==> src/hdl/avc_pkg.sv <==
`default_nettype none

package avc_pkg;

    // field widths
    localparam int ADC_W      = 12;
    localparam int SEL_W      = 2;
    localparam int SMP_W      = 16;
    localparam int DAC_W      = 12;
    localparam int LED_W      = 6;
    localparam int KNOB_N     = 4;
    localparam int KNOB_IDX_W = 2;
    localparam int KNOB_W     = 12;
    localparam int SMOOTH_W   = 16;
    localparam int HOLD_W     = 13;
    localparam int THR_W      = 11;
    localparam int CFG_W      = 13;
    localparam int CFG_IDX_W  = 2;

    // shared multiplier: knob squared, then signed sample times unsigned 12-bit gain
    localparam int MUL_A_W     = SMP_W + 1;
    localparam int MUL_B_W     = KNOB_W + 1;
    localparam int PROD_W      = MUL_A_W + MUL_B_W;
    localparam int GAIN_SHIFT  = 12;
    localparam int SCALE_SHIFT = 14;
    localparam int SCALED_W    = PROD_W - SCALE_SHIFT;

    // output limit
    localparam int OUT_MAX = 2047;

    // knob that sets the volume
    localparam logic [KNOB_IDX_W-1:0] MAIN_KNOB = 2'd0;

    // register reset values
    localparam logic [THR_W-1:0]  VU_LOW_RESET  = 11'd128;
    localparam logic [THR_W-1:0]  VU_HIGH_RESET = 11'd512;
    localparam logic [HOLD_W-1:0] HOLD_RESET    = 13'd4800;

    // adc dnl correction
    localparam int DNL_OFFSET = 512;
    localparam int DNL_PERIOD = 511;
    localparam int DNL_A_W    = ADC_W + 1;
    localparam int DNL_MULTS  = ((1 << ADC_W) - 1 + DNL_OFFSET) / DNL_PERIOD;
    localparam int DNL_BUMP   = 4;

    // iir smoother
    localparam int SMOOTH_ACC_W = SMOOTH_W + 6;
    localparam int SMOOTH_SHIFT = 5;
    localparam int LEVEL_SHIFT  = 4;

    // adc input select codes
    typedef enum logic [SEL_W-1:0] {
        SEL_CV      = 2'd0,
        SEL_AUDIO_R = 2'd1,
        SEL_AUDIO_L = 2'd2,
        SEL_KNOBS   = 2'd3
    } adc_sel_t;

    // configuration register indexes
    typedef enum logic [CFG_IDX_W-1:0] {
        CFG_VU_LOW    = 2'd0,
        CFG_VU_HIGH   = 2'd1,
        CFG_CLIP_HOLD = 2'd2
    } cfg_idx_t;

endpackage

`default_nettype wire

==> src/hdl/audio_volume_clip_vu_knob_smoother.sv <==
`default_nettype none

// channel   direction  handshake              payload
// input     in         in_valid / in_ready    adc_value adc_input audio_present
//                                             left_sample right_sample
// output    out        out_valid / out_ready  dac_left dac_right led_pattern
//                                             knob_updated knob_index knob_value
// config    in         cfg_we                 cfg_index cfg_data
//
// After an input transfer in_ready stays low until the block is idle again, so a
// transfer is finished before the next is taken: one multiplier is used three
// times in turn (knob squared, left scale, right scale), then a final step
// commits the result, the knob smoother and the clip counters, registering the
// outputs; it waits while the output register still holds an untaken result.
// Reset clears all state and loads the register defaults; no clearing pass.

module audio_volume_clip_vu_knob_smoother
    import avc_pkg::*;
(
    input  wire logic                         clk,
    input  wire logic                         rst_n,
    input  wire logic                         in_valid,
    output logic                              in_ready,
    input  wire logic [ADC_W-1:0]             adc_value,
    input  wire logic [SEL_W-1:0]             adc_input,
    input  wire logic                         audio_present,
    input  wire logic signed [SMP_W-1:0]      left_sample,
    input  wire logic signed [SMP_W-1:0]      right_sample,
    output logic                              out_valid,
    input  wire logic                         out_ready,
    output logic signed [DAC_W-1:0]           dac_left,
    output logic signed [DAC_W-1:0]           dac_right,
    output logic [LED_W-1:0]                  led_pattern,
    output logic                              knob_updated,
    output logic [KNOB_IDX_W-1:0]             knob_index,
    output logic [KNOB_W-1:0]                 knob_value,
    input  wire logic                         cfg_we,
    input  wire logic [CFG_IDX_W-1:0]         cfg_index,
    input  wire logic [CFG_W-1:0]             cfg_data
);

    typedef enum logic [2:0] {
        S_IDLE,
        S_GAIN,
        S_LEFT,
        S_RIGHT,
        S_FIN
    } state_t;

    state_t                       state_reg, state_next;
    logic [ADC_W-1:0]             adc_reg, adc_next;
    adc_sel_t                     sel_reg, sel_next;
    logic signed [SMP_W-1:0]      held_left_reg, held_left_next;
    logic signed [SMP_W-1:0]      held_right_reg, held_right_next;
    logic [KNOB_W-1:0]            gain_reg, gain_next;
    logic signed [PROD_W-1:0]     prod_reg, prod_next;
    logic [KNOB_IDX_W-1:0]        mux_reg, mux_next;
    logic [SMOOTH_W-1:0]          smooth_reg [KNOB_N];
    logic [SMOOTH_W-1:0]          smooth_next [KNOB_N];
    logic [KNOB_W-1:0]            level_reg [KNOB_N];
    logic [KNOB_W-1:0]            level_next [KNOB_N];
    logic [HOLD_W-1:0]            lc_reg, lc_next;
    logic [HOLD_W-1:0]            rc_reg, rc_next;
    logic [THR_W-1:0]             vu_low_reg, vu_low_next;
    logic [THR_W-1:0]             vu_high_reg, vu_high_next;
    logic [HOLD_W-1:0]            hold_reg, hold_next;
    logic signed [DAC_W-1:0]      dl_reg, dl_next;
    logic                         vu_hi_l_reg, vu_hi_l_next;
    logic                         vu_lo_l_reg, vu_lo_l_next;
    logic                         out_valid_reg, out_valid_next;
    logic signed [DAC_W-1:0]      dac_left_reg, dac_left_next;
    logic signed [DAC_W-1:0]      dac_right_reg, dac_right_next;
    logic [LED_W-1:0]             led_reg, led_next;
    logic                         kupd_reg, kupd_next;
    logic [KNOB_IDX_W-1:0]        kidx_reg, kidx_next;
    logic [KNOB_W-1:0]            kval_reg, kval_next;

    // true when a (adc plus 512) lands on a multiple of 511
    function automatic logic dnl_hit(input logic [DNL_A_W-1:0] a);
        logic hit;
        hit = 1'b0;
        for (int k = 1; k <= DNL_MULTS; k++)
        begin
            if (a == DNL_A_W'(k * DNL_PERIOD))
            begin
                hit = 1'b1;
            end
        end
        return hit;
    endfunction

    // shared multiplier operands
    logic signed [MUL_A_W-1:0] mul_a;
    logic signed [MUL_B_W-1:0] mul_b;
    logic signed [PROD_W-1:0]  mul_p;
    logic [KNOB_W-1:0]         main_level;

    assign main_level = level_reg[MAIN_KNOB];

    always_comb
    begin
        unique case (state_reg)
            S_GAIN:
            begin
                mul_a = $signed({{(MUL_A_W-KNOB_W){1'b0}}, main_level});
                mul_b = $signed({1'b0, main_level});
            end
            S_LEFT:
            begin
                mul_a = MUL_A_W'(held_left_reg);
                mul_b = $signed({1'b0, prod_reg[GAIN_SHIFT +: KNOB_W]});
            end
            default:
            begin
                mul_a = MUL_A_W'(held_right_reg);
                mul_b = $signed({1'b0, gain_reg});
            end
        endcase
    end

    assign mul_p = mul_a * mul_b;

    // scale, saturate and level-compare the registered product
    logic signed [SCALED_W-1:0] scaled;
    logic                       clip;
    logic signed [DAC_W-1:0]    sat;
    logic [DAC_W-1:0]           mag_full;
    logic [THR_W-1:0]           mag;
    logic                       vu_hi, vu_lo;

    always_comb
    begin
        scaled = SCALED_W'(prod_reg >>> SCALE_SHIFT);
        clip   = 1'b0;
        if (scaled > OUT_MAX)
        begin
            sat  = DAC_W'(OUT_MAX);
            clip = 1'b1;
        end
        else if (scaled < -OUT_MAX)
        begin
            sat  = DAC_W'(-OUT_MAX);
            clip = 1'b1;
        end
        else
        begin
            sat = scaled[DAC_W-1:0];
        end
        mag_full = sat[DAC_W-1] ? DAC_W'(-sat) : DAC_W'(sat);
        mag      = mag_full[THR_W-1:0];
        vu_hi    = mag > vu_high_reg;
        vu_lo    = mag > vu_low_reg;
    end

    // dnl correction of the latched adc value
    logic [DNL_A_W-1:0] dnl_a;
    logic [DNL_A_W-1:0] dnl_sum;

    always_comb
    begin
        dnl_a   = DNL_A_W'(adc_reg) + DNL_A_W'(DNL_OFFSET);
        dnl_sum = DNL_A_W'(adc_reg)
                + (dnl_hit(dnl_a) ? DNL_A_W'(DNL_BUMP) : DNL_A_W'(0))
                - DNL_A_W'({dnl_a[DNL_A_W-1:10], 3'b000});
    end

    // first-order smoother for the knob behind the mux
    logic [KNOB_IDX_W-1:0]   knob_k;
    logic [SMOOTH_W-1:0]     smooth_old;
    logic [SMOOTH_ACC_W-1:0] smooth_acc;
    logic [SMOOTH_W-1:0]     smooth_new;
    logic [KNOB_W-1:0]       level_new;

    always_comb
    begin
        knob_k     = mux_reg + KNOB_IDX_W'(3);
        smooth_old = smooth_reg[knob_k];
        smooth_acc = SMOOTH_ACC_W'({smooth_old, 5'b00000})
                   - SMOOTH_ACC_W'(smooth_old)
                   + SMOOTH_ACC_W'({adc_reg, 4'b0000});
        smooth_new = smooth_acc[SMOOTH_SHIFT +: SMOOTH_W];
        level_new  = smooth_new[LEVEL_SHIFT +: KNOB_W];
    end

    // right clip count after this tick's load
    logic [HOLD_W-1:0] rc_loaded;
    logic              out_free;

    assign rc_loaded = clip ? hold_reg : rc_reg;
    assign out_free  = !out_valid_reg || out_ready;

    // sequencer
    always_comb
    begin
        state_next      = state_reg;
        adc_next        = adc_reg;
        sel_next        = sel_reg;
        held_left_next  = held_left_reg;
        held_right_next = held_right_reg;
        gain_next       = gain_reg;
        prod_next       = prod_reg;
        mux_next        = mux_reg;
        smooth_next     = smooth_reg;
        level_next      = level_reg;
        lc_next         = lc_reg;
        rc_next         = rc_reg;
        vu_low_next     = vu_low_reg;
        vu_high_next    = vu_high_reg;
        hold_next       = hold_reg;
        dl_next         = dl_reg;
        vu_hi_l_next    = vu_hi_l_reg;
        vu_lo_l_next    = vu_lo_l_reg;
        out_valid_next  = out_valid_reg && !out_ready;
        dac_left_next   = dac_left_reg;
        dac_right_next  = dac_right_reg;
        led_next        = led_reg;
        kupd_next       = kupd_reg;
        kidx_next       = kidx_reg;
        kval_next       = kval_reg;

        // configuration writes
        if (cfg_we)
        begin
            unique case (cfg_index)
                CFG_VU_LOW:    vu_low_next  = cfg_data[THR_W-1:0];
                CFG_VU_HIGH:   vu_high_next = cfg_data[THR_W-1:0];
                CFG_CLIP_HOLD: hold_next    = cfg_data[HOLD_W-1:0];
                default:       ;
            endcase
        end

        unique case (state_reg)
            S_IDLE:
            begin
                if (in_valid)
                begin
                    adc_next = adc_value;
                    sel_next = adc_sel_t'(adc_input);
                    if (audio_present)
                    begin
                        held_left_next  = left_sample;
                        held_right_next = right_sample;
                    end
                    state_next = S_GAIN;
                end
            end
            S_GAIN:
            begin
                prod_next  = mul_p;
                adc_next   = dnl_sum[ADC_W-1:0];
                state_next = S_LEFT;
            end
            S_LEFT:
            begin
                gain_next  = prod_reg[GAIN_SHIFT +: KNOB_W];
                prod_next  = mul_p;
                state_next = S_RIGHT;
            end
            S_RIGHT:
            begin
                dl_next      = sat;
                vu_hi_l_next = vu_hi;
                vu_lo_l_next = vu_lo;
                if (clip)
                begin
                    lc_next = hold_reg;
                end
                prod_next  = mul_p;
                state_next = S_FIN;
            end
            S_FIN:
            begin
                if (out_free)
                begin
                    out_valid_next = 1'b1;
                    dac_left_next  = dl_reg;
                    dac_right_next = sat;
                    led_next       = {vu_lo, vu_lo_l_reg, vu_hi, vu_hi_l_reg,
                                      rc_loaded != '0, lc_reg != '0};
                    kupd_next      = 1'b0;
                    kidx_next      = '0;
                    kval_next      = '0;
                    if (sel_reg == SEL_AUDIO_L)
                    begin
                        mux_next = mux_reg + KNOB_IDX_W'(1);
                    end
                    else if (sel_reg == SEL_KNOBS)
                    begin
                        smooth_next[knob_k] = smooth_new;
                        level_next[knob_k]  = level_new;
                        kupd_next           = 1'b1;
                        kidx_next           = knob_k;
                        kval_next           = level_new;
                    end
                    // hold counters count down at the end of the tick
                    lc_next    = lc_reg - HOLD_W'(lc_reg != '0);
                    rc_next    = rc_loaded - HOLD_W'(rc_loaded != '0);
                    state_next = S_IDLE;
                end
            end
            default:
            begin
                state_next = S_IDLE;
            end
        endcase
    end

    // state and registered outputs
    always_ff @(posedge clk or negedge rst_n)
    begin
        if (!rst_n)
        begin
            state_reg      <= S_IDLE;
            adc_reg        <= '0;
            sel_reg        <= SEL_CV;
            held_left_reg  <= '0;
            held_right_reg <= '0;
            gain_reg       <= '0;
            prod_reg       <= '0;
            mux_reg        <= '0;
            for (int i = 0; i < KNOB_N; i++)
            begin
                smooth_reg[i] <= '0;
                level_reg[i]  <= '0;
            end
            lc_reg         <= '0;
            rc_reg         <= '0;
            vu_low_reg     <= VU_LOW_RESET;
            vu_high_reg    <= VU_HIGH_RESET;
            hold_reg       <= HOLD_RESET;
            dl_reg         <= '0;
            vu_hi_l_reg    <= 1'b0;
            vu_lo_l_reg    <= 1'b0;
            out_valid_reg  <= 1'b0;
            dac_left_reg   <= '0;
            dac_right_reg  <= '0;
            led_reg        <= '0;
            kupd_reg       <= 1'b0;
            kidx_reg       <= '0;
            kval_reg       <= '0;
        end
        else
        begin
            state_reg      <= state_next;
            adc_reg        <= adc_next;
            sel_reg        <= sel_next;
            held_left_reg  <= held_left_next;
            held_right_reg <= held_right_next;
            gain_reg       <= gain_next;
            prod_reg       <= prod_next;
            mux_reg        <= mux_next;
            smooth_reg     <= smooth_next;
            level_reg      <= level_next;
            lc_reg         <= lc_next;
            rc_reg         <= rc_next;
            vu_low_reg     <= vu_low_next;
            vu_high_reg    <= vu_high_next;
            hold_reg       <= hold_next;
            dl_reg         <= dl_next;
            vu_hi_l_reg    <= vu_hi_l_next;
            vu_lo_l_reg    <= vu_lo_l_next;
            out_valid_reg  <= out_valid_next;
            dac_left_reg   <= dac_left_next;
            dac_right_reg  <= dac_right_next;
            led_reg        <= led_next;
            kupd_reg       <= kupd_next;
            kidx_reg       <= kidx_next;
            kval_reg       <= kval_next;
        end
    end

    assign in_ready     = (state_reg == S_IDLE);
    assign out_valid    = out_valid_reg;
    assign dac_left     = dac_left_reg;
    assign dac_right    = dac_right_reg;
    assign led_pattern  = led_reg;
    assign knob_updated = kupd_reg;
    assign knob_index   = kidx_reg;
    assign knob_value   = kval_reg;

endmodule

`default_nettype wire

==> config.mk <==
export PLATFORM = sky130hd
export DESIGN_NAME = audio_volume_clip_vu_knob_smoother
export DESIGN_NICKNAME = d
export VERILOG_FILES = /design/src/hdl/avc_pkg.sv /design/src/hdl/audio_volume_clip_vu_knob_smoother.sv
export SDC_FILE = /design/constraint.sdc
export NUM_CORES = 1
export LEC_CHECK = 0
export BUFFER_PORTS_ARGS = -buffer_cell sky130_fd_sc_hd__buf_4
export CAP_MARGIN = 10
export CELL_PAD_IN_SITES_DETAIL_PLACEMENT = 1
export CELL_PAD_IN_SITES_GLOBAL_PLACEMENT = 2
export CORE_ASPECT_RATIO = 1.25
export CORE_MARGIN = 10
export CORE_UTILIZATION = 41
export CTS_BUF_LIST = sky130_fd_sc_hd__clkbuf_4
export DETAILED_ROUTE_END_ITERATION = 7
export PLACE_DENSITY = 0.92
export SYNTH_ARGS = -nofsm -noshare
export SYNTH_HDL_FRONTEND = slang
export SYNTH_SLANG_ARGS = --single-unit
==> constraint.sdc <==
create_clock -name clk -period 7.86 [get_ports clk]
set_input_delay 1.572 -clock clk [delete_from_list [all_inputs] [get_ports clk]]
set_output_delay 1.572 -clock clk [all_outputs]
set_load 0.02 [all_outputs]
==> flow_summary.toml, run 1 <==
[outcome]
status = "finished, final reports clean"

[logic_synthesis]
synth_area_per_cell_um2 = 9.51
synth_area_leaders = "dfrtp_1 (31%), fa_1 (18%), ha_1 (7.7%)"
ys_ff_latch = 266
synth_nets = 2594
ys_seq_area_frac = 0.318
synth_edf_count = 0
async_reset_ff_frac = 1.00
synth_cell_type_count = 69
yosys.area.top_type = "dfrtp_1"
synth_ff_type = "dfrtp_1"
syn_area_um2 = 21000
synth_top_area_share = 0.310
synth_cells = 2207
yosys_warnings = 0

[sta]
max-slew-margin-rel = 0.143
fmax_mhz = 131
setup_tns_ns = 0
setup_viol = 0
slew_violations = 0
layout_min_cycle_time_ns = 7.61
worst_pin_slew_ns = 1.28
rsz0062_at_grt = "true"
skew_ns = 0.0594
hold_viol = 0
timing.final.crit_share = 0.968

[worst_setup_path]
cp.arrival_ns = 8.30
crit_required_ns = 8.55
critPathLaunchType = "flip-flop"
path_class = "reg2reg"
critPathMaxFanout = 21
critPathCaptureType = "flip-flop"

[clocking]
clk_pin_slew_worst_paths_ns = 0.07
cts_tree = "yes"
cts_buffers = 76
clock-sinks = 266
htreeDepth = 3
clk_latency_ns = 0.81
cts_buffer_depth = 3
root_buffer = "clkbuf_4"

[place]
placed_cells = 2928
dp_hpwl_um = 51000
io_buffers = 113
gp_congestion = 0.903

[floorplanning]
die_w_um = 222
num_rows = 92
dieArea_um2 = 60700
coreArea_um2 = 50500
start_util = 0.415
io_pins = 114
die_height_um = 273

[layout]
drive_above_1_share = 0.175
final_core_util = 0.469
nets = 2737
largest_register_ffs = 64
fin_cells = 3070
area_growth_pct = 13.0

[detailed_routing]
detail_route.first_pass.iterations = 5
vias = 16800
drc = 0
wl_per_cell_um = 21.5
viasPerCell = 5.49
final_antenna_net_count = 0
first_iter_violations = 813
routed_wl_um = 66100

[global_routing]
overflow = 0
antenna_found_initial = 2
first_global_vias = 19000
track_usage = 0.216
grt_pass1_wl_um = 105000
grt_max_degree = 71

[flow_run]
drv_cap = 0

[worst_hold_path]
hp-class = "reg2reg"
per-layer routing:
| metal | part of all wire | track usage | vias to the layer above | wire length (µm) |
|---|---|---|---|---|
| met2 | 0.51 | 0.383 | 402 | 33400 |
| met3 | 0.042 | 0.0347 | 144 | 2780 |
| met1 | 0.41 | 0.249 | 8669 | 26800 |
| li1 | - | - | 7625 | - |
| met5 | 0 | 0 | - | 0 |
| met4 | 0.047 | 0.110 | 0 | 3120 |
metrics by stage:
step | worst slack, ns | instance area (µm²) | hold slack [ns]
floorplan | 1.12 | 21000 | 0.439
global placement | 0.473 | 22700 | 0.450
detailed placement | 0.274 | 22700 | 0.459
CTS | 0.255 | 23700 | 0.463
global route | -0.121 | 23700 | 0.493
finish | 0.252 | 23700 | 0.475
cell families (layout without fill, tap and decap cells):
family | Yosys count | after routing | share of synthesized area
XOR/XNOR | 51 | 51 | 0.0216
AO/OA/AOI/OAI | 414 | 414 | 0.125
AND/OR/NAND/NOR | 608 | 609 | 0.125
adder cells (fa/ha/maj) | 320 | 320 | 0.259
other | 0 | 1 | 0
buffers and inverters | 421 | 624 | 0.0756
multiplexers | 127 | 127 | 0.0758
flip-flops | 266 | 266 | 0.318
area by class of cell:
cell class / count / area [µm²]
fill: 5818 / 26800
multi-input combinational: 1521 / 12800
sequential: 266 / 6660
inverter: 330 / 1240
timing repair buffer: 155 / 1180
tap: 658 / 823
clock buffer: 108 / 811
clock inverter: 31 / 194
antenna: 1 / 2.50
timing repair:
action                     in CTS  in global routing
resized for setup               0                  4
setup endpoints to repair       0                  9
hold buffers                    0                  0
setup buffers                   0                  1
hold endpoints to repair        0                  0
worst paths after layout:
| kind | startpoint | to | slack, ns | depth (start not counted) |
|---|---|---|---|---|
| max in group asynchronous | rst_n | held_right_reg[0] | 5.72 | 2 |
| worst min register to register | dl_reg[0] | dac_left[0] | 0.48 | 2 |
| worst min-delay path | dl_reg[0] | dac_left[0] | 0.48 | 2 |
| worst max-delay path | state_reg[1] | prod_reg[25] | 0.25 | 21 |
| worst max register to register | state_reg[1] | prod_reg[25] | 0.25 | 21 |
| min in group asynchronous | rst_n | out_valid | 0.69 | 1 |
cell usage in the layout (no fill, tap or decap), types with 19 or more instances in the layout:
master    count
nand3_1      20
o21a_1       19
o21ai_1      57
a21oi_1      77
clkinv_1     20
clkbuf_4    108
fa_1        191
ha_1        129
dfrtp_1     260
inv_1       330
nor3_1       26
nor2_1      147
buf_4       153
xnor2_1      37
mux2_2       95
o21ai_0     117
a221oi_1     21
nand2_1     314
worst max-delay path: stages (launching register included):
cell	delay, ns
dfrtp_1	0.65
nor3b_4	0.54
nor2_4	0.25
a221oi_1	0.81
nor2_1	0.17
fa_1	0.53
inv_1	0.06
fa_1	0.54
inv_1	0.06
fa_1	0.54
fa_1	0.44
fa_1	0.49
ha_1	0.36
a21o_1	0.19
a21o_1	0.17
a21oi_1	0.14
o21ai_0	0.10
a21o_1	0.22
a2111oi_2	0.72
o41ai_1	0.22
xnor2_1	0.20
o21ai_1	0.07
cell usage after synthesis, types with 10 or more instances:
cell      number
a22oi_1       10
a221o_1       17
mux4_2        16
o21ai_0      118
clkbuf_1      71
ha_1         129
fa_1         191
mux2i_1       16
xnor2_1       37
nand2b_1      10
o21bai_1      13
o21a_1        19
o21ai_1       56
nand2_1      316
nor2_1       149
xor2_1        13
inv_1        330
a21o_1        14
a21oi_1       77
dfrtp_1      260
nand3b_1      10
nand4_1       17
and2_1        17
nand3_1       20
nor3_1        26
o31ai_1       14
a221oi_1      24
mux2_2        95
buf_1         15
Power of run 1 is not shown: default switching activity piles up to over one toggle a cycle in this logic, so the estimate is an artifact.
==> inputs of run 2 (changes only) <==
- CORE_MARGIN: 10 -> 8
- RECOVER_POWER: unset -> 50
==> flow_summary.toml, run 2 (same netlist as run 1, synthesis figures left out) <==
[outcome]
status = "finished, violations left"
violations = "max-capacitance violations, max-slew violations"

[clocking]
htreeDepth = 3
cts_buffer_depth = 3
cts_tree = "yes"
clk_pin_slew_worst_paths_ns = 0.06
postCtsSetupRepairBufs = 0
root_buffer = "clkbuf_4"
clk_latency_ns = 0.82
cts_hold_buf = 0
clock-sinks = 266
cts_buffers = 76
cts.repair.resized = 0

[layout]
design_area_um2 = 23700
drive_above_1_share = 0.175
largest_register_ffs = 64
area_growth_pct = 12.8
fin_cells = 3066
final_common_cell = "inv_1"
nets = 2739
layout_common_cells = "inv_1 (330), nand2_1 (314), dfrtp_1 (260)"

[detailed_routing]
first_iter_violations = 804
vias = 16800
wl_per_cell_um = 21.2
routed_wl_um = 65000
detail_route.first_pass.iterations = 5
drc = 0
viasPerCell = 5.47
final_antenna_net_count = 0

[sta]
rsz0062_at_grt = "false"
hold_viol = 0
layout_min_cycle_time_ns = 7.51
worst_hold_slack_ns = 0.449
max-slew-margin-rel = -2.52
worst_pin_slew_ns = 5.28
slew_violations = 95
timing.final.crit_share = 0.956
setup_viol = 0
fmax_mhz = 133
skew_ns = 0.0891
setup_tns_ns = 0

[worst_setup_path]
cp.arrival_ns = 8.21
critPathMaxFanout = 24
critPathCaptureType = "flip-flop"
rrSetupSlack_ns = 0.35
crit_required_ns = 8.56
critPathLaunchType = "flip-flop"
path_class = "reg2reg"

[floorplanning]
start_util = 0.415
die_w_um = 218
num_rows = 92
die_height_um = 269
coreArea_um2 = 50500
io_pins = 114
dieArea_um2 = 58700

[place]
placed_cell_area_um2 = 22700
gp_congestion = 0.889
placed_cells = 2931
dp_hpwl_um = 49700
io_buffers = 113

[worst_hold_path]
hp-class = "reg2reg"

[global_routing]
antenna_found_initial = 1
grt_pass1_wl_um = 103000
first_global_vias = 18900
track_usage = 0.224
overflow = 0
grt_max_degree = 174

[flow_run]
drv_cap = 1
==> run 2: cell count changes in the layout (fill, tap and decap cells not counted), sizes merged <==
cell,before,now
inv,332,331
bufinv,2,1
clkbuf,108,111
clkinv,26,21
==> run 2: routing by layer <==
layer  track usage  vias to the layer above  wire, µm
met4         0.113                        0      3000
met2         0.388                      447     32600
met1         0.265                     8563     26100
li1              -                     7622         -
met5             0                        -         0
met3        0.0385                      154      3220
==> run 2: worst paths after layout <==
| path | end | depth (start not counted) | startpoint |
|---|---|---|---|
| max | prod_reg[29] | 23 | state_reg[2] |
| min | led_pattern[2] | 2 | vu_hi_l_reg |
| max reg2reg | prod_reg[29] | 23 | state_reg[2] |
| min reg2reg | led_pattern[2] | 2 | vu_hi_l_reg |
| max in group asynchronous | vu_hi_l_reg | 1 | rst_n |
| min in group asynchronous | rc_reg[10] | 1 | rst_n |
==> run 2: metrics by stage <==
step	setup slack, ns	util
after floorplan	1.12	-
after global placement	0.485	0.449
after detailed placement	0.203	0.449
after CTS	0.206	0.468
after global routing	0.0130	0.469
final	0.350	0.469
==> run 2: area by class of cell <==
class,instances,area (µm²)
tap,658,823
antenna,1,2.50
clock buffer,109,818
fill,5806,26900
multi-input combinational,1521,12800
clock inverter,24,145
sequential,266,6660
timing repair buffer,157,1200
inverter,330,1240
==> run 2: worst max-delay path, cell delays in order, from the launching register on <==
cell      delay (ns)
dfrtp_1         0.48
nor3b_4         0.50
nor2_4          0.26
a221oi_1        0.86
nor2_1          0.18
fa_1            0.58
inv_1           0.06
fa_1            0.55
inv_1           0.08
fa_1            0.48
fa_1            0.50
inv_1           0.06
fa_1            0.53
inv_1           0.04
ha_1            0.36
nand2_1         0.13
nor2_1          0.17
nand2_1         0.07
or4_4           0.44
a311oi_2        0.34
o21ai_2         0.16
a311oi_4        0.28
nor3_1          0.10
o31ai_2         0.19
Power of run 2 is left out for the same reason.
